--- src/sv/qfrm_pkg.sv ---
`default_nettype none
package qfrm_pkg;

    localparam int FRAC_BITS  = 16;
    localparam int FIELD_W    = 18;
    localparam int SUM_W      = FIELD_W + 2;
    localparam int RAD_W      = FIELD_W + 1;
    localparam int D_W        = FIELD_W + 1;
    localparam int X_W        = 2 * FIELD_W;
    localparam int ROOT_W     = FIELD_W;
    localparam int SQR_W      = ROOT_W + 3;
    localparam int Q_W        = FIELD_W + 1;
    localparam int DIVS_W     = ROOT_W + 1;
    localparam int REM_W      = X_W + 1;
    localparam int SQRT_STEPS = X_W / 2;
    localparam int DIV_STEPS  = Q_W;
    localparam int LANES      = 3;
    localparam int QUEUE_DEPTH = 4;
    localparam int QPTR_W     = $clog2(QUEUE_DEPTH);

    localparam logic [1:0] BR_TRACE = 2'd0;
    localparam logic [1:0] BR_DIAG0 = 2'd1;
    localparam logic [1:0] BR_DIAG1 = 2'd2;
    localparam logic [1:0] BR_DIAG2 = 2'd3;

    localparam logic [0:0] REG_INPUT_IS_AXES = 1'b0;

    localparam logic signed [FIELD_W-1:0] QMAX = {1'b0, {(FIELD_W-1){1'b1}}};
    localparam logic signed [FIELD_W-1:0] QMIN = {1'b1, {(FIELD_W-1){1'b0}}};

    typedef struct packed {
        logic [1:0]                  branch;
        logic                        bad;
        logic [RAD_W-1:0]            rad;
        logic [LANES-1:0][D_W-1:0]   d;
    } qfrm_job_t;

    typedef struct packed {
        logic full;
        logic empty;
    } qfrm_qstat_t;

endpackage
`default_nettype wire

--- src/sv/qfrm_queue.sv ---
`default_nettype none
module qfrm_queue
    import qfrm_pkg::*;
(
    input  wire logic        clk,
    input  wire logic        rst_n,
    input  wire logic        push,
    input  wire qfrm_job_t   push_job,
    input  wire logic        pop,
    output qfrm_job_t        pop_job,
    output qfrm_qstat_t      qstat
);

    qfrm_job_t           entry_reg [QUEUE_DEPTH];
    logic [QPTR_W-1:0]   wr_ptr_reg, wr_ptr_next;
    logic [QPTR_W-1:0]   rd_ptr_reg, rd_ptr_next;
    logic [QPTR_W:0]     count_reg, count_next;

    assign qstat.full  = (count_reg == (QPTR_W+1)'(QUEUE_DEPTH));
    assign qstat.empty = (count_reg == '0);
    assign pop_job     = entry_reg[rd_ptr_reg];

    always_comb
    begin
        wr_ptr_next = push ? wr_ptr_reg + 1'b1 : wr_ptr_reg;
        rd_ptr_next = pop ? rd_ptr_reg + 1'b1 : rd_ptr_reg;
        count_next  = count_reg + (QPTR_W+1)'(push) - (QPTR_W+1)'(pop);
    end

    always_ff @(posedge clk or negedge rst_n)
    begin
        if (!rst_n)
        begin
            wr_ptr_reg <= '0;
            rd_ptr_reg <= '0;
            count_reg  <= '0;
        end
        else
        begin
            wr_ptr_reg <= wr_ptr_next;
            rd_ptr_reg <= rd_ptr_next;
            count_reg  <= count_next;
        end
    end

    always_ff @(posedge clk)
    begin
        if (push)
        begin
            entry_reg[wr_ptr_reg] <= push_job;
        end
    end

endmodule
`default_nettype wire

--- config.mk ---
export PLATFORM = sky130hd
export DESIGN_NAME = qfrm_queue
export DESIGN_NICKNAME = d
export VERILOG_FILES = /design/src/sv/qfrm_pkg.sv /design/src/sv/qfrm_queue.sv
export SDC_FILE = /design/constraint.sdc
export NUM_CORES = 1
export LEC_CHECK = 0
export ABC_AREA = 1
export BUFFER_PORTS_ARGS = -buffer_cell sky130_fd_sc_hd__buf_4
export CORE_AREA = 4 4 189 173
export CTS_BUF_LIST = sky130_fd_sc_hd__clkbuf_8
export DETAILED_ROUTE_END_ITERATION = 10
export DIE_AREA = 0 0 193 177
export PLACE_DENSITY = 0.66
export SLEW_MARGIN = 40
export SYNTH_ARGS = -nofsm -noshare
export SYNTH_HDL_FRONTEND = slang
export SYNTH_SLANG_ARGS = --single-unit
--- constraint.sdc ---
create_clock -name clk -period 2.8 [get_ports clk]
set_clock_uncertainty 0.1 [all_clocks]
set_input_delay 0.28 -clock clk [delete_from_list [all_inputs] [get_ports clk]]
set_output_delay 0.28 -clock clk [all_outputs]
set_load 0.005 [all_outputs]
-- Yosys cells after proc, flatten, opt, wreduce, memory -nomap -nowiden
Memories as Yosys holds them, arrays and structs flattened.
Index checks and enable logic that the tools add are counted.
- equal/unequal tests: 1
- multiplexer cells: 2
- reduce and logical (&&, ||, !) cells: 1
- add/sub/neg operators: 4
- operators by type and width (kind ; count):
    $add 2x1->2 const B ; 2
    $add 3x1->3 ; 1
    $eq 3x3->1 const B ; 1
    $logic_not 3->1 ; 1
    $sub 3x1->3 ; 1
    $mux 1 ; 2
- bits of input ports: 83
- word-level logic and storage cells: 12
- memories kept: 1
- bits in registers: 7
- memory bits (writable): 316
- memory list (name ; words ; bits a word ; read ports ; clocked after memory_dff ; write ports ; RTL line ; source):
    entry_reg ; 4 ; 79 ; 1 ; 0 ; 1 ; qfrm_queue.sv:14 ; qfrm_job_t entry_reg [QUEUE_DEPTH];

-- Depth between registers and ports, before layout
Gate-level depths: netlist (run 1).
- word-level depth: 2
- mapped depth: 10
- depth with buffers taken out: 10

-- Least setup slack after synthesis (run 1)
No wires, ideal clock.
- path kind: reg2reg
- start: register wr_ptr_reg[0]
- end: memory entry_reg[0][0] (netlist name) (enable)
- path slack: 55 ps
- arrival: 2212 ps
- clock period less this slack: 2745 ps
- stages on the path, launching flop included: 5
- required time: 2267 ps
- cell sequence: dfrtp_1 inv_1 ha_1 nand2_1 inv_1
- RTL lines (what ; RTL line ; source):
    start: declaration ; qfrm_queue.sv:15 ; logic [QPTR_W-1:0] wr_ptr_reg, wr_ptr_next;
    start signal: assignment ; qfrm_queue.sv:40 ; wr_ptr_reg <= wr_ptr_next;
    end: declaration ; qfrm_queue.sv:14 ;
Straight into the memory's write port.

==> results.toml, run 1 <==
[global_routing]
grt_pass1_wl_um = 45700
vias_in_the_first_global_route = 8971
global_route.overflow_total = 0
grt_start_max_net_pins = 161
globalRouteTotalUtil_pct = 16.9
grt_antenna_before_repair = 1

[synth]
synth_area_per_cell_sq_um = 10.7
yosysUniqueCellTypes = 16
synth-seq-cells = 323
syn-instance-count = 1284
syn_nets = 1374
netlist_area_sq_um = 13700
synth_warnings = 0
synth.yosys.seq_area_share_pct = 70.5

[placement]
port_buffers = 163
detailed_place_hpwl_um = 16000
dpl_cell_area_sq_um = 15300
globalplace.congestion = 0.690
placed_instance_count = 1818

[detailed_routing]
ratio_of_routed_vias_to_standard_cells = 4.48
dr.pass1.iters = 5
detail_route.drc_violations = 0
antenna_left = 0
wl_per_cell_um = 14.5
route.vias.total = 8937
detailedRoute.firstIterationViolations = 555
routed_wl_um = 28900

[critical_path]
crit_path_end_kind = "output pin"
worstPathMaxFanout = 160
crit_start = "rd_ptr_reg[0]"
timing_worst_setup_path_type = "register to output pin"
worstRegToRegCells = 5
critical_path.reg2reg.startpoint = "wr_ptr_reg[0]"
crit_path_end = "pop_job[10]"
critPathArrivalTime_ps = 2160
required_ps = 2420
r2r_end = "entry_reg[2][36]"
crit_path_start_kind = "register"
reg2reg_slack_ps = 980

[cts]
htree_num_levels = 2
cts_tree = "done"
clk_root_buffer_cell = "sky130_fd_sc_hd__clkbuf_8"
clk_pin_slew_worst_paths_ps = 60
tritoncts.num_buffers = 52
worst_skew_pair.late_latency_ps = 550
cts_num_sinks = 323
ctsLongestPathBuffers = 3

[power_and_ir_drop]
cell_internal_pwr_w = 0.0105
peak_supply_drop_mv = 0.864
power.share.combinational_pct = 37.6
power.share.switching_pct = 34.6
pwr-share-clk_pct = 21.8
power_frac_seq_pct = 40.6
power.leakage_nw = 7.97
net_switching_power_figure_w = 0.00557
power-per-cell-area_nw_per_um2 = 943

[timing]
timing.final.hold_violations = 0
max_freq_ghz = 0.393
slew_violations = 0
max_slew_margin_pct = 45.8
report.final.setup_viol = 0
timing_worst_slew_pin_value_ps = 813
finalCriticalPeriod_ps = 2540
holdWs_ps = 366
post-route-period-util_pct = 90.8
tns_ps = 0
rsz0062_at_grt = "no"

[finish]
area_growth_pct = 24.7
num-fill-cells = 2548
layout.cells.most_common = "sky130_fd_sc_hd__nand2_1"
instances_no_fill = 1995
largest_reg_flops = 316
final_cell_mix = "406 x sky130_fd_sc_hd__nand2_1, 344 x sky130_fd_sc_hd__inv_1, 316 x sky130_fd_sc_hd__edfxtp_1, 169 x sky130_fd_sc_hd__buf_4, 159 x sky130_fd_sc_hd__nand3_1"
post-route-cell-area_sq_um = 17100
fin_nets = 1636
insertedDiodeCount = 0
layout.core_utilization_pct = 55.8
layout-drive-gt1-share_pct = 15.5

[die]
placeableCoreArea_sq_um = 30600
core.rowCount = 61
ios = 164
initial_utilization_pct = 44.8
chip_height_um = 177
design.die.area_sq_um = 34200
floorplan.die.width_um = 193

[flow_run]
cap_violations = 0

[run_status]
outcome = "complete, no violations"

[hold_path]
hold_path_class = "primary input to register"
-- worst min path at each step --
stage,from,endpoint,slack (ps),depth (start not counted)
floorplan,rst_n,count_reg[0],-120,0
global placement,rst_n,count_reg[0],20,1
detailed placement,rst_n,wr_ptr_reg[0],20,1
CTS,push_job[64],entry_reg[1][64],320,2
global route,push_job[73],entry_reg[0][73],340,2
finish,push_job[77],entry_reg[0][77],370,2
-- final cells by class --
class,count,area (sq um),share of cell area (%)
clock buffer,55,757,4.43
clock inverter,39,153,0.894
inverter,330,1250,7.33
multi-input combinational,578,2460,14.4
sequential,323,9670,56.6
tap,409,512,3.00
timing repair buffer,261,2280,13.3
-- power by group through the flow --
stage	Combinational (W)	Clock (W)	Sequential, W
global route	0.00685	0.00387	0.00661
finish	0.00605	0.00351	0.00654
detailed placement	0.00611	0	0.00664
CTS	0.00623	0.00363	0.00654
floorplan	0.00347	0	0.00663
global placement	0.00602	0	0.00662
-- per-layer routing --
| layer | GRT usage [%] | routed length (um) | vias up |
|---|---|---|---|
| met5 | 0 | 8 | - |
| met4 | 4.87 | 593 | 2 |
| met3 | 4.06 | 1850 | 52 |
| met2 | 27.8 | 13700 | 226 |
| met1 | 22.6 | 12700 | 4130 |
| li1 | - | - | 4527 |
-- stage by stage --
stage                     power (W)  setup WS (ps)
after floorplan              0.0101           55.4
after detailed placement     0.0128            844
after CTS                    0.0164            244
final                        0.0161            258
after global placement       0.0126            873
after global routing         0.0173            151
-- worst max-delay path, cell delays in order, from the launching register on --
cell and delay (ps):
sky130_fd_sc_hd__dfrtp_4 440, sky130_fd_sc_hd__buf_12 500, sky130_fd_sc_hd__nand2_1 140, sky130_fd_sc_hd__nand3_1 110
sky130_fd_sc_hd__nand2_1 80, sky130_fd_sc_hd__buf_4 140
-- Yosys cell counts --
master	instances	share of area, %
sky130_fd_sc_hd__o21ai_0	1	0.036
sky130_fd_sc_hd__ha_1	6	0.55
sky130_fd_sc_hd__buf_6	12	0.99
sky130_fd_sc_hd__buf_4	6	0.33
sky130_fd_sc_hd__nand3_1	159	5.8
sky130_fd_sc_hd__inv_1	328	9.0
sky130_fd_sc_hd__fa_1	1	0.15
sky130_fd_sc_hd__buf_2	23	0.84
sky130_fd_sc_hd__dfrtp_1	7	1.3
sky130_fd_sc_hd__nor3_1	2	0.073
sky130_fd_sc_hd__inv_2	2	0.055
sky130_fd_sc_hd__xor2_1	3	0.19
sky130_fd_sc_hd__buf_1	3	0.082
sky130_fd_sc_hd__clkbuf_1	9	0.25
sky130_fd_sc_hd__edfxtp_1	316	69
sky130_fd_sc_hd__nand2_1	406	11
-- cells by family (layout without fill, tap and decap cells) --
logic type	count (synthesis)	after routing	synth area share (%)
buffers and inverters	383	685	11.5
AOI/OAI and AO/OA	1	1	0.0365
and+or+nand+nor	567	567	17.0
DFF	323	323	70.5
adders and majority gates	7	7	0.694
xor gates and xnor gates	3	3	0.192
-- repair_timing --
action,in CTS,in global routing
setup buffers,0,0
endpoints found under the hold margin,328,0
hold buffers,83,0
gates resized for setup,0,0
(Power assumes the default switching activity.)
==> inputs of run 2 (changes only) <==
Settings changed: CORE_AREA 4 4 189 173 to 2 2 187 171, DIE_AREA 0 0 193 177 to 0 0 189 173.
==> run 2 against run 1 <==
Compared with the run above: non-clock buffer count up 3; first-iteration DRC count shrank 19%; setup slack better by 61 ps; flip-flop and latch count did not move; sequential share of layout area shrank 0.38 points; via count grew 1.1%; total power is 1.9% higher; worst hold slack got worse by 12 ps; count of clock-buffer cells in the layout is the same; register-to-register slack worse by 50 ps; die area shrank 4.3%; core utilization up 0.38 points; critical path type unchanged.
==> results.toml, run 2 (synthesis results as in run 1) <==
[timing]
slew_violations = 0
rsz0062_at_grt = "no"
max_slew_margin_pct = 47.6
holdWs_ps = 354
timing_worst_slew_pin_value_ps = 786
finalCriticalPeriod_ps = 2480
post-route-period-util_pct = 88.6
tns_ps = 0
max_freq_ghz = 0.403
finalWorstSetupSlack_ps = 319
timing.final.hold_violations = 0
report.final.setup_viol = 0

[critical_path]
critPathArrivalTime_ps = 2100
crit_path_end_kind = "output pin"
critical_path.cell_chain = "buf_12 -> nand2_1 -> nand3_1 -> nand2_1 -> buf_4"
worstRegToRegCells = 5
reg2reg_slack_ps = 930
r2r_end = "entry_reg[2][31]"
timing_worst_setup_path_type = "register to output pin"
cpMaxStageDelayCell = "sky130_fd_sc_hd__dfrtp_4"
required_ps = 2420
crit_path_start_kind = "register"
worstPathMaxFanout = 126
crit_top_cell = "sky130_fd_sc_hd__nand2_1"
crit_path_max_incr_delay_ps = 450
critical_path.reg2reg.startpoint = "wr_ptr_reg[0]"

[die]
design.die.area_sq_um = 32700
ios = 164
core.rowCount = 61
chip_height_um = 173
placeableCoreArea_sq_um = 30600
floorplan.die.width_um = 189
initial_utilization_pct = 44.8

[hold_path]
whs_path_depth = 2
min_to = "entry_reg[0][72]"
hold_path_class = "primary input to register"
worst_hold_startpoint = "push_job[72]"

[cts]
htree_num_levels = 2
clk_pin_slew_worst_paths_ps = 60
clk_root_buffer_cell = "sky130_fd_sc_hd__clkbuf_8"
worst_skew_pair.late_latency_ps = 570
cts_tree = "done"
cts_num_sinks = 323
ctsLongestPathBuffers = 3
cts_setup_buffers = 0
tritoncts.num_buffers = 53

[power_and_ir_drop]
power.leakage_nw = 8.02
power-per-cell-area_nw_per_um2 = 955
peak_supply_drop_mv = 0.597

[finish]
largest_reg_flops = 316
layout.cells.most_common = "sky130_fd_sc_hd__nand2_1"
final_cell_mix = "406 x sky130_fd_sc_hd__nand2_1, 345 x sky130_fd_sc_hd__inv_1, 316 x sky130_fd_sc_hd__edfxtp_1, 170 x sky130_fd_sc_hd__buf_4, 159 x sky130_fd_sc_hd__nand3_1"
layout-drive-gt1-share_pct = 15.9
post-route-cell-area_sq_um = 17200
layout.core_utilization_pct = 56.2
fin_nets = 1640
area_growth_pct = 25.5

[detailed_routing]
dr.pass1.iters = 6
detail_route.drc_violations = 0
detailedRoute.firstIterationViolations = 450
ratio_of_routed_vias_to_standard_cells = 4.51
antenna_left = 0
wl_per_cell_um = 14.3
route.vias.total = 9034
routed_wl_um = 28700

[global_routing]
vias_in_the_first_global_route = 9010
grt_pass1_wl_um = 46000
grt_start_max_net_pins = 127
globalRouteTotalUtil_pct = 17.8
grt_antenna_before_repair = 1
global_route.overflow_total = 0

[placement]
detailed_place_hpwl_um = 15600
dpl_cell_area_sq_um = 15400
place_ws_ps = 701
port_buffers = 163
globalplace.congestion = 0.722

[flow_run]
cap_violations = 0

[run_status]
outcome = "complete, no violations"
[run 2: cell count changes in the layout (fill, tap and decap cells not counted), sizes merged]
cell,change
inv,+2
buf,+3
bufinv,+2
diode,+1
clkinvlp,+1
clkinv,-1
[run 2: layout make-up]
| class | instances | area, sq um |
|---|---|---|
| sequential | 323 | 9670 |
| timing repair buffer | 264 | 2320 |
| antenna | 1 | 2.50 |
| tap | 409 | 512 |
| multi-input combinational | 578 | 2460 |
| clock buffer | 55 | 757 |
| fill | 2563 | 13400 |
| clock inverter | 43 | 225 |
| inverter | 330 | 1250 |
[run 2: worst max-delay path, delay by kind of cell (launching register included)]
kind	cells	cell delay, ps
buffers and inverters	2	490
flip-flops	1	450
AND/OR/NAND/NOR	3	320
[run 2: layer usage]
metal  vias up  wire, um  share of wire (%)  track usage (%)
met5         -         0                  0                0
met4         0       572                2.0             5.01
met3        52      1660                5.8             3.92
met2       219     13900                 48             30.2
met1      4225     12500                 44             22.9
li1       4538         -                  -                -
[run 2: where the power goes]
part	switching, W	leakage (nW)	internal (W)	total, W
registers	0.000211	2.98	0.00633	0.00654
clock network	0.00179	0.580	0.00200	0.00379
logic	0.00365	4.46	0.00244	0.00609
total	0.00565	8.02	0.0108	0.0164
[run 2: worst max-delay path by stage]
stage,endpoint,cells past startpoint,slack (ps),from
global placement,pop_job[40],5,700,rd_ptr_reg[1]
floorplan,entry_reg[0][0],4,60,wr_ptr_reg[0]
global route,pop_job[40],5,210,rd_ptr_reg[1]
finish,pop_job[8],5,320,rd_ptr_reg[0]
CTS,pop_job[40],5,70,rd_ptr_reg[1]
detailed placement,pop_job[40],5,700,rd_ptr_reg[1]
[run 2: stage by stage]
stage                     power, W  std cells
after floorplan             0.0101       1284
after global placement      0.0126       1821
after detailed placement    0.0127       1821
after CTS                   0.0167       2002
after global routing        0.0176       2003
final                       0.0164       2003
[run 2: repair_timing]
item	4_1_cts	5_1_grt
hold endpoints to repair	328	0
endpoints found under the setup margin	0	2
resized for setup	0	1
hold buffers	83	0
==> inputs of run 3 (changes only) <==
Settings changed: CORE_AREA 2 2 187 171 to 4 4 189 173, DIE_AREA 0 0 189 173 to 0 0 193 177, MAX_ROUTING_LAYER from default to met4.
==> run 3 against run 2 <==
Compared with the run above: design area down 0.65%; cell count down 0.35%; sequential share of layout area up 0.37 points; flip-flop and latch count unchanged; count of clock-buffer cells in the layout unchanged; via count down 1.2%; combinational power about the same; routed wire length up 0.70%; total power down 1.8%; maximum frequency down 0.75%; worst hold slack better by 14 ps; critical endpoint is now pop_job[12].
==> results.toml, run 3 (synthesis results as in run 1) <==
[run_status]
outcome = "complete, no violations"

[detailed_routing]
routed_wl_um = 28900
route.vias.total = 8929
detailedRoute.firstIterationViolations = 597
antenna_left = 0
detail_route.drc_violations = 0
ratio_of_routed_vias_to_standard_cells = 4.47
dr.pass1.iters = 5
wl_per_cell_um = 14.5

[cts]
ctsLongestPathBuffers = 3
clk_root_buffer_cell = "sky130_fd_sc_hd__clkbuf_8"
htree_num_levels = 2
cts_tree = "done"
clk_pin_slew_worst_paths_ps = 60
worst_skew_pair.late_latency_ps = 550
tritoncts.num_buffers = 52
cts_num_sinks = 323
cts_setup_buffers = 0

[power_and_ir_drop]
power.total_w = 0.0161
power-per-cell-area_nw_per_um2 = 943
power.share.switching_pct = 34.6
power.share.combinational_pct = 37.6
pwr-share-clk_pct = 21.8
net_switching_power_figure_w = 0.00558
power.leakage_nw = 7.97
cell_internal_pwr_w = 0.0105
power_frac_seq_pct = 40.6
peak_supply_drop_mv = 0.868

[global_routing]
global_route.overflow_total = 0
vias_in_the_first_global_route = 8979
grt_pass1_wl_um = 45700
grt_start_max_net_pins = 161
grt_antenna_before_repair = 1
globalRouteTotalUtil_pct = 17.4

[placement]
dpl_cell_area_sq_um = 15300
globalplace.congestion = 0.697
port_buffers = 163
detailed_place_hpwl_um = 16000

[critical_path]
critical_path.cell_chain = "buf_12 -> nand2_1 -> nand3_1 -> nand2_1 -> buf_4"
timing_worst_setup_path_type = "register to output pin"
worstRegToRegCells = 9
critPathArrivalTime_ps = 2120
crit_path_end_kind = "output pin"
crit_path_max_incr_delay_ps = 530
r2r_end = "count_reg[2]"
cpMaxStageDelayCell = "sky130_fd_sc_hd__buf_12"
reg2reg_slack_ps = 980
critical_path.reg2reg.startpoint = "count_reg[0]"
crit_top_cell = "sky130_fd_sc_hd__nand2_1"
crit_path_start_kind = "register"
worstPathMaxFanout = 160
required_ps = 2420

[finish]
largest_reg_flops = 316
area_growth_pct = 24.7
layout.cells.most_common = "sky130_fd_sc_hd__nand2_1"
post-route-cell-area_sq_um = 17100
final_cell_mix = "406 x sky130_fd_sc_hd__nand2_1, 344 x sky130_fd_sc_hd__inv_1, 316 x sky130_fd_sc_hd__edfxtp_1, 169 x sky130_fd_sc_hd__buf_4, 159 x sky130_fd_sc_hd__nand3_1"
layout-drive-gt1-share_pct = 15.5
fin_nets = 1636
num-fill-cells = 2547

[hold_path]
worst_hold_startpoint = "push_job[77]"
min_to = "entry_reg[0][77]"
whs_path_depth = 2
hold_path_class = "primary input to register"

[die]
chip_height_um = 177
placeableCoreArea_sq_um = 30600
initial_utilization_pct = 44.8
core.rowCount = 61
design.die.area_sq_um = 34200
ios = 164
floorplan.die.width_um = 193

[timing]
finalCriticalPeriod_ps = 2500
slew_violations = 0
tns_ps = 0
max_slew_margin_pct = 49.5
timing.final.hold_violations = 0
post-route-period-util_pct = 89.3
report.final.setup_viol = 0
timing_worst_slew_pin_value_ps = 758
max_freq_ghz = 0.400
rsz0062_at_grt = "no"

[flow_run]
cap_violations = 0
## run 3: cell types whose count changed in the layout (fill, tap and decap cells not counted), sizes merged
| cell | change |
|---|---|
| buf | -3 |
| bufinv | -2 |
| inv | -2 |
| clkinv | +1 |
| clkinvlp | -1 |
## run 3: power groups by stage
| stage | combinational, W | sequential, W | clock, W |
|---|---|---|---|
| 2_1_floorplan | 0.00347 | 0.00663 | 0 |
| 5_1_grt | 0.00685 | 0.00661 | 0.00386 |
| 4_1_cts | 0.00623 | 0.00654 | 0.00363 |
| 3_5_place_dp | 0.00611 | 0.00664 | 0 |
| 6_report | 0.00606 | 0.00654 | 0.00351 |
| 3_3_place_gp | 0.00602 | 0.00662 | 0 |
## run 3: repair_timing
action,4_1_cts,5_1_grt
hold buffers,83,0
resized for setup,0,0
endpoints found under the hold margin,328,0
## run 3: how the worst max path moves through the flow
stage / to / from / depth (start not counted) / slack [ps]
global route: pop_job[12] / rd_ptr_reg[0] / 5 / 150
detailed placement: pop_job[27] / rd_ptr_reg[0] / 6 / 840
CTS: pop_job[27] / rd_ptr_reg[0] / 6 / 240
floorplan: entry_reg[0][0] / wr_ptr_reg[0] / 4 / 60
global placement: pop_job[75] / rd_ptr_reg[0] / 6 / 870
finish: pop_job[12] / rd_ptr_reg[0] / 5 / 300
## run 3: critical path, delay by kind of cell (launching register included)
family                 cells  cell delay [ps]
flip-flops                 1              440
buffers and inverters      2              680
AND/OR/NAND/NOR            3              350
## run 3: layout make-up
class | instances | area (sq um) | area share, %
Clock inverter | 39 | 153 | 0.894
Clock buffer | 55 | 757 | 4.43
Sequential cell | 323 | 9670 | 56.6
Timing Repair Buffer | 261 | 2280 | 13.3
Inverter | 330 | 1250 | 7.33
Multi-Input combinational cell | 578 | 2460 | 14.4
Antenna cell | 1 | 2.50 | 0.0146
Tap cell | 409 | 512 | 3.00
## run 3: stage by stage
step	utilization, %	instances	setup WS, ps	hold slack, ps
3_5_place_dp	50.1	1818	844	18.8
4_1_cts	55.8	1995	244	319
5_1_grt	55.8	1996	148	336
6_report	55.8	1996	301	367
2_1_floorplan	-	1284	55.4	-116
3_3_place_gp	50.1	1818	873	17.0
## run 3: per-layer routing
layer,global-route usage [%],vias to the layer above,part of all wire [%]
li1,-,4530,-
met1,22.8,4135,44
met2,27.8,213,47
met3,3.85,51,6.2
met4,4.87,0,1.9
met5,-,-,0
