`config.mk`:
```
export PLATFORM = sky130hd
export DESIGN_NAME = qfrm_front_flat
export DESIGN_NICKNAME = d
export VERILOG_FILES = /design/src/sv/qfrm_pkg.sv /design/src/sv/qfrm_in_if.sv /design/src/sv/qfrm_front.sv /design/src/flat_wrapper.sv
export SDC_FILE = /design/constraint.sdc
export NUM_CORES = 1
export LEC_CHECK = 0
export BUFFER_PORTS_ARGS = -buffer_cell sky130_fd_sc_hd__buf_4
export CORE_MARGIN = 8
export CORE_UTILIZATION = 55
export DETAILED_ROUTE_END_ITERATION = 10
export GPL_TIMING_DRIVEN = 0
export PLACE_DENSITY = 0.77
export SETUP_SLACK_MARGIN = 0.4
export SLEW_MARGIN = 25
export SYNTH_ARGS = -nofsm -noshare
export SYNTH_HDL_FRONTEND = slang
export SYNTH_SLANG_ARGS = --single-unit
```
`constraint.sdc`:
```
create_clock -name vclk -period 16.4
set_input_delay 0.82 -clock vclk [all_inputs]
set_output_delay 0.82 -clock vclk [all_outputs]
set_load 0.005 [all_outputs]
```
`src/sv/qfrm_pkg.sv`:
```
`default_nettype none
package qfrm_pkg;

    localparam int FRAC_BITS  = 16;
    localparam int FIELD_W    = 18;
    localparam int SUM_W      = FIELD_W + 2;
    localparam int RAD_W      = FIELD_W + 1;
    localparam int D_W        = FIELD_W + 1;
    localparam int X_W        = 2 * FIELD_W;
    localparam int ROOT_W     = FIELD_W;
    localparam int SQR_W      = ROOT_W + 3;
    localparam int Q_W        = FIELD_W + 1;
    localparam int DIVS_W     = ROOT_W + 1;
    localparam int REM_W      = X_W + 1;
    localparam int SQRT_STEPS = X_W / 2;
    localparam int DIV_STEPS  = Q_W;
    localparam int LANES      = 3;
    localparam int QUEUE_DEPTH = 4;
    localparam int QPTR_W     = $clog2(QUEUE_DEPTH);

    localparam logic [1:0] BR_TRACE = 2'd0;
    localparam logic [1:0] BR_DIAG0 = 2'd1;
    localparam logic [1:0] BR_DIAG1 = 2'd2;
    localparam logic [1:0] BR_DIAG2 = 2'd3;

    localparam logic [0:0] REG_INPUT_IS_AXES = 1'b0;

    localparam logic signed [FIELD_W-1:0] QMAX = {1'b0, {(FIELD_W-1){1'b1}}};
    localparam logic signed [FIELD_W-1:0] QMIN = {1'b1, {(FIELD_W-1){1'b0}}};

    typedef struct packed {
        logic [1:0]                  branch;
        logic                        bad;
        logic [RAD_W-1:0]            rad;
        logic [LANES-1:0][D_W-1:0]   d;
    } qfrm_job_t;

    typedef struct packed {
        logic full;
        logic empty;
    } qfrm_qstat_t;

endpackage
`default_nettype wire

```
`src/sv/qfrm_in_if.sv`:
```
`default_nettype none
interface qfrm_in_if;
    import qfrm_pkg::*;
    logic                       valid;
    logic                       ready;
    logic signed [FIELD_W-1:0]  m_r0c0;
    logic signed [FIELD_W-1:0]  m_r0c1;
    logic signed [FIELD_W-1:0]  m_r0c2;
    logic signed [FIELD_W-1:0]  m_r1c0;
    logic signed [FIELD_W-1:0]  m_r1c1;
    logic signed [FIELD_W-1:0]  m_r1c2;
    logic signed [FIELD_W-1:0]  m_r2c0;
    logic signed [FIELD_W-1:0]  m_r2c1;
    logic signed [FIELD_W-1:0]  m_r2c2;

    modport source (output valid, m_r0c0, m_r0c1, m_r0c2, m_r1c0, m_r1c1, m_r1c2,
                    m_r2c0, m_r2c1, m_r2c2, input ready);
    modport sink (input valid, m_r0c0, m_r0c1, m_r0c2, m_r1c0, m_r1c1, m_r1c2,
                  m_r2c0, m_r2c1, m_r2c2, output ready);
endinterface
`default_nettype wire

```
`src/sv/qfrm_front.sv`:
```
`default_nettype none
module qfrm_front
    import qfrm_pkg::*;
(
    qfrm_in_if.sink     mat,
    input  wire logic   input_is_axes,
    input  wire qfrm_qstat_t qstat,
    output logic        push,
    output qfrm_job_t   job
);

    localparam logic signed [SUM_W-1:0] ONE = SUM_W'(1) <<< FRAC_BITS;

    logic signed [SUM_W-1:0] m00, m01, m02, m10, m11, m12, m20, m21, m22;
    logic signed [SUM_W-1:0] trace;
    logic signed [SUM_W-1:0] rad;
    logic signed [SUM_W-1:0] d0, d1, d2;
    logic [1:0]              branch;

    assign mat.ready = !qstat.full;
    assign push      = mat.valid && !qstat.full;

    always_comb
    begin
        m00 = SUM_W'(mat.m_r0c0);
        m11 = SUM_W'(mat.m_r1c1);
        m22 = SUM_W'(mat.m_r2c2);
        if (input_is_axes)
        begin
            m01 = SUM_W'(mat.m_r1c0);
            m02 = SUM_W'(mat.m_r2c0);
            m10 = SUM_W'(mat.m_r0c1);
            m12 = SUM_W'(mat.m_r2c1);
            m20 = SUM_W'(mat.m_r0c2);
            m21 = SUM_W'(mat.m_r1c2);
        end
        else
        begin
            m01 = SUM_W'(mat.m_r0c1);
            m02 = SUM_W'(mat.m_r0c2);
            m10 = SUM_W'(mat.m_r1c0);
            m12 = SUM_W'(mat.m_r1c2);
            m20 = SUM_W'(mat.m_r2c0);
            m21 = SUM_W'(mat.m_r2c1);
        end
    end

    always_comb
    begin
        trace = m00 + m11 + m22;
        if (trace > 0)
        begin
            branch = BR_TRACE;
        end
        else if (m22 > ((m11 > m00) ? m11 : m00))
        begin
            branch = BR_DIAG2;
        end
        else if (m11 > m00)
        begin
            branch = BR_DIAG1;
        end
        else
        begin
            branch = BR_DIAG0;
        end
    end

    always_comb
    begin
        unique case (branch)
            BR_TRACE:
            begin
                rad = trace + ONE;
                d0  = m21 - m12;
                d1  = m02 - m20;
                d2  = m10 - m01;
            end
            BR_DIAG0:
            begin
                rad = m00 - m11 - m22 + ONE;
                d0  = m21 - m12;
                d1  = m10 + m01;
                d2  = m20 + m02;
            end
            BR_DIAG1:
            begin
                rad = m11 - m22 - m00 + ONE;
                d0  = m02 - m20;
                d1  = m01 + m10;
                d2  = m21 + m12;
            end
            default:
            begin
                rad = m22 - m00 - m11 + ONE;
                d0  = m10 - m01;
                d1  = m02 + m20;
                d2  = m12 + m21;
            end
        endcase
    end

    always_comb
    begin
        job.branch = branch;
        job.bad    = (rad <= 0);
        job.rad    = (rad <= 0) ? '0 : rad[RAD_W-1:0];
        job.d[0]   = d0[D_W-1:0];
        job.d[1]   = d1[D_W-1:0];
        job.d[2]   = d2[D_W-1:0];
    end

endmodule
`default_nettype wire

```
`src/flat_wrapper.sv`:
```
// flat-port wrapper written by rule: the top's interface ports become plain ports
module qfrm_front_flat import qfrm_pkg::*;
  (input_is_axes, qstat, push, job, mat_valid, mat_m_r0c0, mat_m_r0c1, mat_m_r0c2, mat_m_r1c0, mat_m_r1c1, mat_m_r1c2, mat_m_r2c0, mat_m_r2c1, mat_m_r2c2, mat_ready);
  qfrm_in_if mat_i ();
  input  wire logic input_is_axes;
  input  wire qfrm_qstat_t qstat;
  output logic push;
  output qfrm_job_t job;
  input wire logic [$bits(mat_i.valid)-1:0] mat_valid;
  input wire logic [$bits(mat_i.m_r0c0)-1:0] mat_m_r0c0;
  input wire logic [$bits(mat_i.m_r0c1)-1:0] mat_m_r0c1;
  input wire logic [$bits(mat_i.m_r0c2)-1:0] mat_m_r0c2;
  input wire logic [$bits(mat_i.m_r1c0)-1:0] mat_m_r1c0;
  input wire logic [$bits(mat_i.m_r1c1)-1:0] mat_m_r1c1;
  input wire logic [$bits(mat_i.m_r1c2)-1:0] mat_m_r1c2;
  input wire logic [$bits(mat_i.m_r2c0)-1:0] mat_m_r2c0;
  input wire logic [$bits(mat_i.m_r2c1)-1:0] mat_m_r2c1;
  input wire logic [$bits(mat_i.m_r2c2)-1:0] mat_m_r2c2;
  output wire logic [$bits(mat_i.ready)-1:0] mat_ready;
  assign mat_i.valid = mat_valid;
  assign mat_i.m_r0c0 = mat_m_r0c0;
  assign mat_i.m_r0c1 = mat_m_r0c1;
  assign mat_i.m_r0c2 = mat_m_r0c2;
  assign mat_i.m_r1c0 = mat_m_r1c0;
  assign mat_i.m_r1c1 = mat_m_r1c1;
  assign mat_i.m_r1c2 = mat_m_r1c2;
  assign mat_i.m_r2c0 = mat_m_r2c0;
  assign mat_i.m_r2c1 = mat_m_r2c1;
  assign mat_i.m_r2c2 = mat_m_r2c2;
  assign mat_ready = mat_i.ready;
  qfrm_front u_core (.mat(mat_i), .input_is_axes(input_is_axes), .qstat(qstat), .push(push), .job(job));
endmodule
```
# Word level (Yosys, flattened, before mapping)
# Cells that the tools add are included.
# op_classes
n_addsub	18
order_cmp	4
n_eq_ne	2
mux	15
reduce_logical	5
# ops
op	n
19-bit 2-to-1 mux	7
19-bit case mux with 2 select lines	3
20-bit by 18-bit adder with 20-bit output (second input constant)	4
20-bit case mux with 3 select lines	1
19-bit by 18-bit subtractor with 20-bit output	3
19-bit adder	3
18-bit by 18-bit subtractor with 19-bit output	3
19-bit subtractor	3
19-bit by 18-bit adder with 20-bit output	1
18-bit by 20-bit greater-than comparator with 1-bit output	1
20-bit by 1-bit greater-than comparator with 1-bit output (second input constant)	1
20-bit by 1-bit <= comparator with 1-bit output (second input constant)	1
20-bit 2-to-1 mux	1
18-bit by 18-bit adder with 19-bit output	1
18-bit greater-than comparator	1
2-bit 2-to-1 mux	3
2-bit OR reduction	2
2-bit by 1-bit equality test with 1-bit output (second input constant)	1
2-bit equality test (second input constant)	1
2-bit zero test	1
1-bit logical AND	1
1-bit zero test	1
# word_totals
reg_bits	0
out_inout_bits	81

# Logic depth before layout (Yosys ltp)
# Gate-level depths: netlist of run 1.
# depth
depth_word	9
ltp_mapped	36

# Worst setup path before layout of run 1
# OpenSTA, ideal clock, no wires.
# synth_timing
path_type	in2out
start	input mat_m_r2c2[1]
end	output job[76] (netlist name)
arrival_time_ns	6.886
path_slack_ns	8.694
stages	33
path_cell_list	fa_1 -> ha_1 -> inv_1 -> fa_1 -> nor2b_4 -> o31ai_2 -> a211o_2 -> a31oi_4 -> o2111a_1 -> nor4_1 -> nor3_1 -> ha_1 -> nand2b_1 -> nor4_1 -> o21ai_0 -> nor2_1 -> o221ai_1 -> a2111oi_0 -> nand4_1 -> o21bai_1 -> o21ai_0 -> ha_1 -> or2_2 -> clkbuf_1 -> o21ai_0 -> nand2_1 -> o21ai_0 -> nand4_1 -> a2111oi_0 -> nand4_1 -> nor4_1 -> nand4_1 -> nand3_1
# synth_rtl
item	line_no	text
start, declared	flat_wrapper.sv:18	input wire logic [$bits(mat_i.m_r2c2)-1:0] mat_m_r2c2;
end, declared	flat_wrapper.sv:8	output qfrm_job_t job;

==> impl_metrics.csv, run 1 <==
group,metric,value,unit
worst_setup_path,crit_fanout,9,
finish,drive_gt1_share,16.8,%
logic_synthesis,syn_area_per_cell,7.72,µm²
power,p_comb_share,100.0,%
cts,cts-hold-fix-buffers,0,
worst_setup_path,endpoint_kind,"output port",
power,power.leakage,8.35,nW
worst_setup_path,crit_required,15.58,ns
worst_setup_path,cpMostUsedCell,"nand4_1",
timing,worst_pin_slew,1.01,ns
min_path,hp-class,"in -> out",
finish,clkbuf_count,0,
timing,setup_viol,0,
logic_synthesis,netlist_instances,1934,
worst_setup_path,cpPeakStageDelay,0.70,ns
route,vias_per_cell,6.27,
finish,multi_input_area,0.0138,mm²
route,drcViolationCount,0,
finish,fin_util,64.2,%
timing,min_period,10.57,ns
power,powerDensity,98.8,mW/mm²
finish,syn_to_final_growth,15.2,%
floorplanning,die_h,181,µm
finish,seq_area,0,µm²
global_route,antenna_found_initial,1,
floorplanning,core-area,0.0268,mm²
logic_synthesis,synth.distinct_cells,98,
finish,stdcell_area,0.0172,mm²
finish,final_common_cell,"ha_1",
placement,place_area,0.0172,mm²
route,via_count,15800,
power,seqPwrFrac,0,%
worst_setup_path,start_kind,"input pin",
timing,hold_violations,0,
finish,seq_cell_count,0,
finish,nNetsFinal,2719,
power,power_switching,0.999,mW
logic_synthesis,yosysWarnings,0,
logic_synthesis,syn_nets,2472,
worst_setup_path,crit_type,"in -> out",
timing,drv_slew,0,
power,p_clk_share,0,%
finish,final_cell_mix,"ha_1 (290), buf_4 (247), inv_1 (188), nor2_1 (179), a21oi_1 (127)",
cts,cts.repair.resized,0,
floorplanning,dieWidth,181,µm
global_route,grt_pass1_wl,87.2,mm
worst_setup_path,crit_path_start,"mat_m_r2c2[1]",
floorplanning,boundaryPins,247,
placement,io_buffers,245,
timing,worst_slew_margin_rel,32.8,%
logic_synthesis,syn_area,0.0149,mm²
run,maxCapViolCount,0,
global_route,grt_usage,33.0,%
timing,fmax,94.6,MHz
run_status,status,"finished, final reports clean",
floorplanning,initial_core_util,55.7,%
timing,period_share,64.4,%
power,ir_drop,74.0,µV
power,p_sw_share,58.8,%
min_path,min_from,"qstat[1]",
global_route,grt_overflow_total,0,
finish,diodes,0,
power,intPower,0.701,mW
finish,fill_cells,2450,
logic_synthesis,yosysSeqAreaShare,0,%
min_path,hold_depth,3,
global_route,grt_pass1_vias,16100,
global_route,grt_max_degree,11,
worst_setup_path,arrival,9.75,ns
route,drtIter0Drc,1181,
worst_setup_path,slowest_stage,"a2111oi_0",
floorplanning,die_area,0.0327,mm²
power,power,1.70,mW
placement,post-dp-hpwl,49.3,mm
placement,gp_congestion,1.03,
min_path,min_to,"mat_ready",
timing,tns,0,ns
route,first_pass_iters,5,
floorplanning,num_rows,60,
cts,post_cts_buffers,0,
route,postRouteAntennaNets,0,
route,post_drt_wl_per_cell,22.5,µm
route,wirelength,56.8,mm
timing,rsz0062_at_grt,"no",
[cells in the mapped netlist (all sizes together), types with 13 or more instances]
| library cell | instances | area [µm²] |
|---|---|---|
| a21o | 29 | 218 |
| nor4 | 13 | 81.3 |
| a31oi | 25 | 184 |
| ha | 290 | 3630 |
| nand4 | 15 | 93.8 |
| o21ai | 101 | 509 |
| nor3 | 55 | 325 |
| and3 | 16 | 100 |
| nand2b | 23 | 144 |
| xnor2 | 80 | 701 |
| mux2 | 55 | 619 |
| nor2b | 42 | 270 |
| o21bai | 23 | 173 |
| o21a | 27 | 204 |
| a211oi | 20 | 150 |
| clkbuf | 63 | 262 |
| buf | 18 | 151 |
| mux2i | 62 | 621 |
| nand3 | 30 | 150 |
| or3 | 22 | 140 |
| a221oi | 24 | 210 |
| xor2 | 41 | 359 |
| inv | 188 | 706 |
| nor2 | 180 | 678 |
| a21oi | 127 | 636 |
| fa | 82 | 1640 |
| nand2 | 86 | 323 |
| a22oi | 19 | 143 |
[power groups by stage]
stage | Clock, mW | Combinational (mW) | Sequential, mW
finish | 0 | 1.70 | 0
global placement | 0 | 1.63 | 0
floorplan | 0 | 0.986 | 0
CTS | 0 | 1.66 | 0
global route | 0 | 1.82 | 0
detailed placement | 0 | 1.65 | 0
[final cells by class]
class,count,share of cell area (%)
inverter,190,4.15
buffer,82,2.45
timing repair buffer,245,10.7
tap,341,2.48
multi-input combinational,1662,80.2
[worst max path at each step]
stage	endpoint	depth (start not counted)	slack (ns)
after detailed placement	job[76]	35	6.15
after CTS	job[76]	35	6.13
final	job[76]	35	5.83
after global placement	job[76]	36	5.78
after floorplan	job[76]	33	8.69
after global routing	job[76]	35	5.47
[through the flow]
step	std cells	hold WS (ns)	setup slack [ns]
after floorplan	1934	1.67	8.69
after global placement	2520	1.87	5.78
after detailed placement	2520	1.88	6.15
after CTS	2520	1.88	6.13
after global routing	2520	1.89	5.47
final	2520	1.88	5.83
[layer usage]
layer,up-vias,track usage [%],part of all wire (%)
li1,7390,-,-
met1,7549,39.2,41
met2,710,58.0,47
met3,145,3.95,6.7
met4,2,16.4,5.6
met5,-,0,0.019
[worst max-delay path: cells and delay by family]
kind                       cells  cell delay [ns]
AOI/OAI and AO/OA             13             3.69
and+or+nand+nor               12             2.31
adders and majority gates      5             1.84
buffers and inverters          5             1.08
[kinds of logic (layout without fill, tap and decap cells)]
logic type,Yosys count,in the layout,share of synthesized area (%)
and+or+nand+nor,536,536,18.1
AOI/OAI and AO/OA,515,515,23.4
adders and majority gates,372,372,35.3
buffers and inverters,272,517,7.60
xor gates and xnor gates,122,122,7.25
muxes,117,117,8.30
Note: power is estimated with default switching activity, not from simulation.
==> run 2, diff against run 1 <==
--- a/config.mk
+++ b/config.mk
@@ -10,7 +10,7 @@
 export CORE_UTILIZATION = 55
 export DETAILED_ROUTE_END_ITERATION = 10
 export GPL_TIMING_DRIVEN = 0
-export PLACE_DENSITY = 0.77
+export PLACE_DENSITY = 0.8
 export SETUP_SLACK_MARGIN = 0.4
 export SLEW_MARGIN = 25
 export SYNTH_ARGS = -nofsm -noshare
==> constraint.sdc (replaced) <==
create_clock -name vclk -period 9.3
set_input_delay 0.465 -clock vclk [all_inputs]
set_output_delay 0.465 -clock vclk [all_outputs]
set_load 0.005 [all_outputs]
==> run 2 against run 1 <==
Compared with the run above: via count shrank 1.5%; clock-buffer cell count stayed put; hold slack worse by 0.71 ns; utilization up 0.38 points; cell count increased by 0.16%; global-route usage decreased by 0.30 points; first-iteration DRC count increased by 6.2%; setup slack worse by 5.2 ns; critical path type unchanged; critical endpoint unchanged.
==> impl_metrics.csv, run 2 (synthesized netlist as in run 1, its figures left out) <==
group,metric,value,unit
run_status,status,"finished, final reports clean",
min_path,min_from,"qstat[1]",
run,maxCapViolCount,0,
timing,min_period,8.68,ns
timing,hold_violations,0,
route,vias_per_cell,6.17,
route,first_pass_iters,5,
worst_setup_path,crit_type,"in -> out",
global_route,grt_busiest_layer,"met2",
floorplanning,die_area,0.0327,mm²
floorplanning,initial_core_util,55.7,%
finish,seq_cell_count,0,
worst_setup_path,start_kind,"input pin",
worst_setup_path,cp_num_buf_inv,6,
cts,cts-hold-fix-buffers,0,
route,via_count,15600,
timing,fmax,115,MHz
floorplanning,core-area,0.0268,mm²
route,post_drt_wl_per_cell,22.3,µm
timing,drv_slew,0,
finish,syn_to_final_growth,15.9,%
floorplanning,die_h,181,µm
power,power,3.02,mW
global_route,grt_max_degree,11,
finish,fin_util,64.6,%
global_route,grt_usage,32.7,%
placement,io_buffers,245,
finish,nNetsFinal,2723,
global_route,grt_overflow_total,0,
global_route,met1_usage,38.6,%
worst_setup_path,crit_fanout,10,
global_route,gr-usage-met3,4.45,%
global_route,use_met2,58.3,%
power,ir_drop,119,µV
finish,final_cell_mix,"ha_1 (287), buf_4 (251), inv_1 (188), nor2_1 (179), a21oi_1 (126)",
worst_setup_path,cpPeakStageDelay,0.61,ns
timing,setup_viol,0,
route,drcViolationCount,0,
global_route,grt_pass1_vias,15800,
timing,period_share,93.4,%
placement,gp_congestion,1.05,
worst_setup_path,crit_path_start,"mat_m_r0c0[1]",
min_path,hp-class,"in -> out",
worst_setup_path,crit_required,8.84,ns
global_route,grt_pass1_wl,86.6,mm
floorplanning,dieWidth,181,µm
power,powerDensity,175,mW/mm²
finish,diodes,0,
finish,seq_area,0,µm²
floorplanning,num_rows,60,
worst_setup_path,endpoint_kind,"output port",
route,postRouteAntennaNets,0,
global_route,antenna_found_initial,0,
placement,post-dp-hpwl,48.8,mm
finish,final_common_cell,"ha_1",
finish,clkbuf_count,0,
route,wirelength,56.2,mm
power,power.leakage,8.39,nW
worst_setup_path,slowest_stage,"nor3_1",
timing,worst_pin_slew,0.981,ns
finish,fill_cells,2406,
route,drtIter0Drc,1254,
finish,drive_gt1_share,17.6,%
worst_setup_path,critical_path.top_delay_family,"compound AO/OA/AOI/OAI gates",
floorplanning,boundaryPins,247,
timing,worst_slew_margin_rel,34.6,%
worst_setup_path,arrival,8.22,ns
timing,rsz0062_at_grt,"no",
timing,hold_ws,1.17,ns
[run 2: cell count changes in the layout (fill, tap and decap cells not counted), moves of 2 or more]
cell	change
clkbuf_1	-3
a2111oi_0	-2
ha_1	-3
buf_4	+4
clkbuf_2	+3
ha_2	+3
[run 2: where the power goes]
group / total (mW) / internal (mW) / switching, mW
logic: 3.02 / 1.25 / 1.77
clock network: 0 / 0 / 0
registers: 0 / 0 / 0
[run 2: final timing paths]
check	end	slack [ns]	depth (start not counted)
setup / recovery	job[76]	0.62	34
hold / removal	mat_ready	1.17	3
[run 2: through the flow]
stage	instances	setup WS [ns]	cell area, µm²	TNS, ns
finish	2524	0.618	17300	0
global route	2524	0.418	17300	0
CTS	2520	0.325	17200	0
detailed placement	2520	-0.238	17200	-0.238
global placement	2520	-0.669	17200	-3.44
floorplan	1934	2.30	14900	0
[run 2: repair_timing]
item,4_1_cts,5_1_grt
buffers inserted,0,4
setup endpoints to repair,26,31
pin swaps,0,1
resized for setup,8,14
[run 2: area by class of cell]
cell class | instances | area (µm²) | share of cell area (%)
Buffer | 82 | 427 | 2.47
Inverter | 190 | 717 | 4.14
Multi-Input combinational cell | 1662 | 13900 | 80.1
Tap cell | 341 | 427 | 2.47
Timing Repair Buffer | 249 | 1870 | 10.8
[run 2: layer usage]
metal / part of all wire, % / wire length (µm) / up-vias
met3: 7.1 / 4010 / 121
met1: 40 / 22400 / 7365
met4: 4.7 / 2640 / 0
met2: 48 / 27200 / 687
met5: 0 / 0 / -
li1: - / - / 7393
[run 2: tightest hold or removal path, cell delays in order]
cell,delay [ns]
buf_4,0.08
inv_1,0.03
buf_4,0.12
==> run 3, diff against run 2 <==
--- a/config.mk
+++ b/config.mk
@@ -9,10 +9,10 @@
 export CORE_MARGIN = 8
 export CORE_UTILIZATION = 55
 export DETAILED_ROUTE_END_ITERATION = 10
-export GPL_TIMING_DRIVEN = 0
-export PLACE_DENSITY = 0.8
+export PLACE_DENSITY_LB_ADDON = 0.15
 export SETUP_SLACK_MARGIN = 0.4
 export SLEW_MARGIN = 25
 export SYNTH_ARGS = -nofsm -noshare
 export SYNTH_HDL_FRONTEND = slang
 export SYNTH_SLANG_ARGS = --single-unit
+export TNS_END_PERCENT = 1
==> run 3 against run 2 <==
Compared with the run above: die area unchanged; clock-buffer cell count unchanged; largest power group unchanged; utilization is 1.2 points lower; cell area down 1.9%; sequential cell count stayed put.
==> impl_metrics.csv, run 3 (synthesized netlist as in run 1, its figures left out) <==
group,metric,value,unit
route,via_count,15000,
power,p_clk_share,0,%
finish,final_cell_mix,"ha_1 (288), buf_4 (266), inv_1 (188), nor2_1 (179), a21oi_1 (127)",
route,drcViolationCount,0,
route,first_pass_iters,6,
route,post_drt_wl_per_cell,20.6,µm
finish,final_cells,2460,
timing,worst_slew_margin_rel,43.0,%
run,maxCapViolCount,0,
route,drtIter0Drc,1037,
run_status,status,"finished, final reports clean",
finish,syn_to_final_growth,13.7,%
timing,rsz0062_at_grt,"no",
worst_setup_path,crit_fanout,16,
worst_setup_path,cpMostUsedCell,"a21oi_1",
finish,diodes,0,
global_route,grt_pass1_vias,15100,
power,p_comb_share,100.0,%
power,power_switching,1.65,mW
timing,drv_slew,0,
timing,tns,0,ns
floorplanning,dieWidth,181,µm
worst_setup_path,crit_required,8.84,ns
power,p_sw_share,57.2,%
placement,gp_congestion,0.986,
placement,placedCellCount,2460,
floorplanning,core-area,0.0268,mm²
min_path,hold_depth,3,
global_route,grt_max_degree,68,
route,wirelength,50.8,mm
worst_setup_path,crit_end,"job[76]",
timing,worst_pin_slew,0.853,ns
finish,drive_gt1_share,17.7,%
worst_setup_path,crit_type,"in -> out",
worst_setup_path,cpPeakStageDelay,0.60,ns
finish,fill_cells,2480,
power,seqPwrFrac,0,%
global_route,grt_pass1_wl,79.0,mm
finish,seq_cell_count,0,
floorplanning,initial_core_util,55.7,%
worst_setup_path,arrival,7.88,ns
timing,hold_ws,1.17,ns
timing,setup_slack,0.955,ns
timing,fmax,120,MHz
worst_setup_path,endpoint_kind,"output port",
timing,period_share,89.7,%
route,vias_per_cell,6.09,
power,intPower,1.23,mW
route,postRouteAntennaNets,0,
timing,setup_viol,0,
cts,cts-hold-fix-buffers,0,
floorplanning,die_area,0.0327,mm²
power,power.leakage,8.28,nW
finish,final_common_cell,"ha_1",
finish,clkbuf_count,0,
power,power,2.88,mW
floorplanning,boundaryPins,247,
timing,hold_violations,0,
finish,nNetsFinal,2659,
worst_setup_path,slowest_stage,"o21ai_2",
placement,io_buffers,246,
timing,min_period,8.35,ns
floorplanning,die_h,181,µm
placement,dp_slack,0.703,ns
finish,seq_area,0,µm²
finish,stdcell_area,0.0170,mm²
worst_setup_path,start_kind,"input pin",
global_route,grt_overflow_total,0,
floorplanning,num_rows,60,
placement,post-dp-hpwl,43.7,mm
placement,place_area,0.0170,mm²
worst_setup_path,crit_path_start,"mat_m_r0c0[1]",
power,ir_drop,151,µV
global_route,antenna_found_initial,1,
finish,fin_util,63.4,%
min_path,hp-class,"in -> out",
global_route,grt_usage,29.5,%
power,powerDensity,170,mW/mm²
min_path,min_from,"qstat[1]",
## run 3: cell types whose count changed in the layout (fill, tap and decap cells not counted), sizes merged
cell / before / now
dlygate4sd1: 1 / 0
clkinv: 1 / 2
clkbuf: 63 / 0
clkinvlp: 1 / 0
## run 3: critical path: cells and delay by family
kind | cells | cell delay, ns
simple gates | 10 | 1.40
buf+inv | 5 | 0.96
compound gates | 16 | 3.97
fa+ha+maj | 3 | 0.78
mux | 1 | 0.27
## run 3: layout make-up
cell class / count / area, µm² / share of cell area [%]
well taps: 341 / 427 / 2.51
repair buffers: 267 / 2020 / 11.9
inverters: 190 / 713 / 4.20
multi-input cells: 1662 / 13800 / 81.4
## run 3: worst min path at each step
stage,slack [ns],end
final,1.17,push
after CTS,1.17,push
after floorplan,0.96,mat_ready
after global routing,1.18,push
after detailed placement,1.17,push
after global placement,1.16,mat_ready
## run 3: power by group through the flow
stage          sequential (mW)  clock (mW)  combinational [mW]
2_1_floorplan                0           0                1.74
3_3_place_gp                 0           0                2.80
3_5_place_dp                 0           0                2.82
4_1_cts                      0           0                2.84
5_1_grt                      0           0                3.11
6_report                     0           0                2.88
## run 3: what timing repair did
action | CTS | global route
setup buffers | 0 | 0
endpoints found under the setup margin | 0 | 1
resized for setup | 0 | 5
## run 3: routing by layer
layer / vias to the layer above / part of all wire, % / GRT usage [%]
met4: 2 / 4.1 / 10.5
met1: 7023 / 41 / 35.8
met3: 87 / 6.4 / 3.15
li1: 7282 / - / -
met2: 577 / 48 / 52.9
met5: - / 0.026 / 0
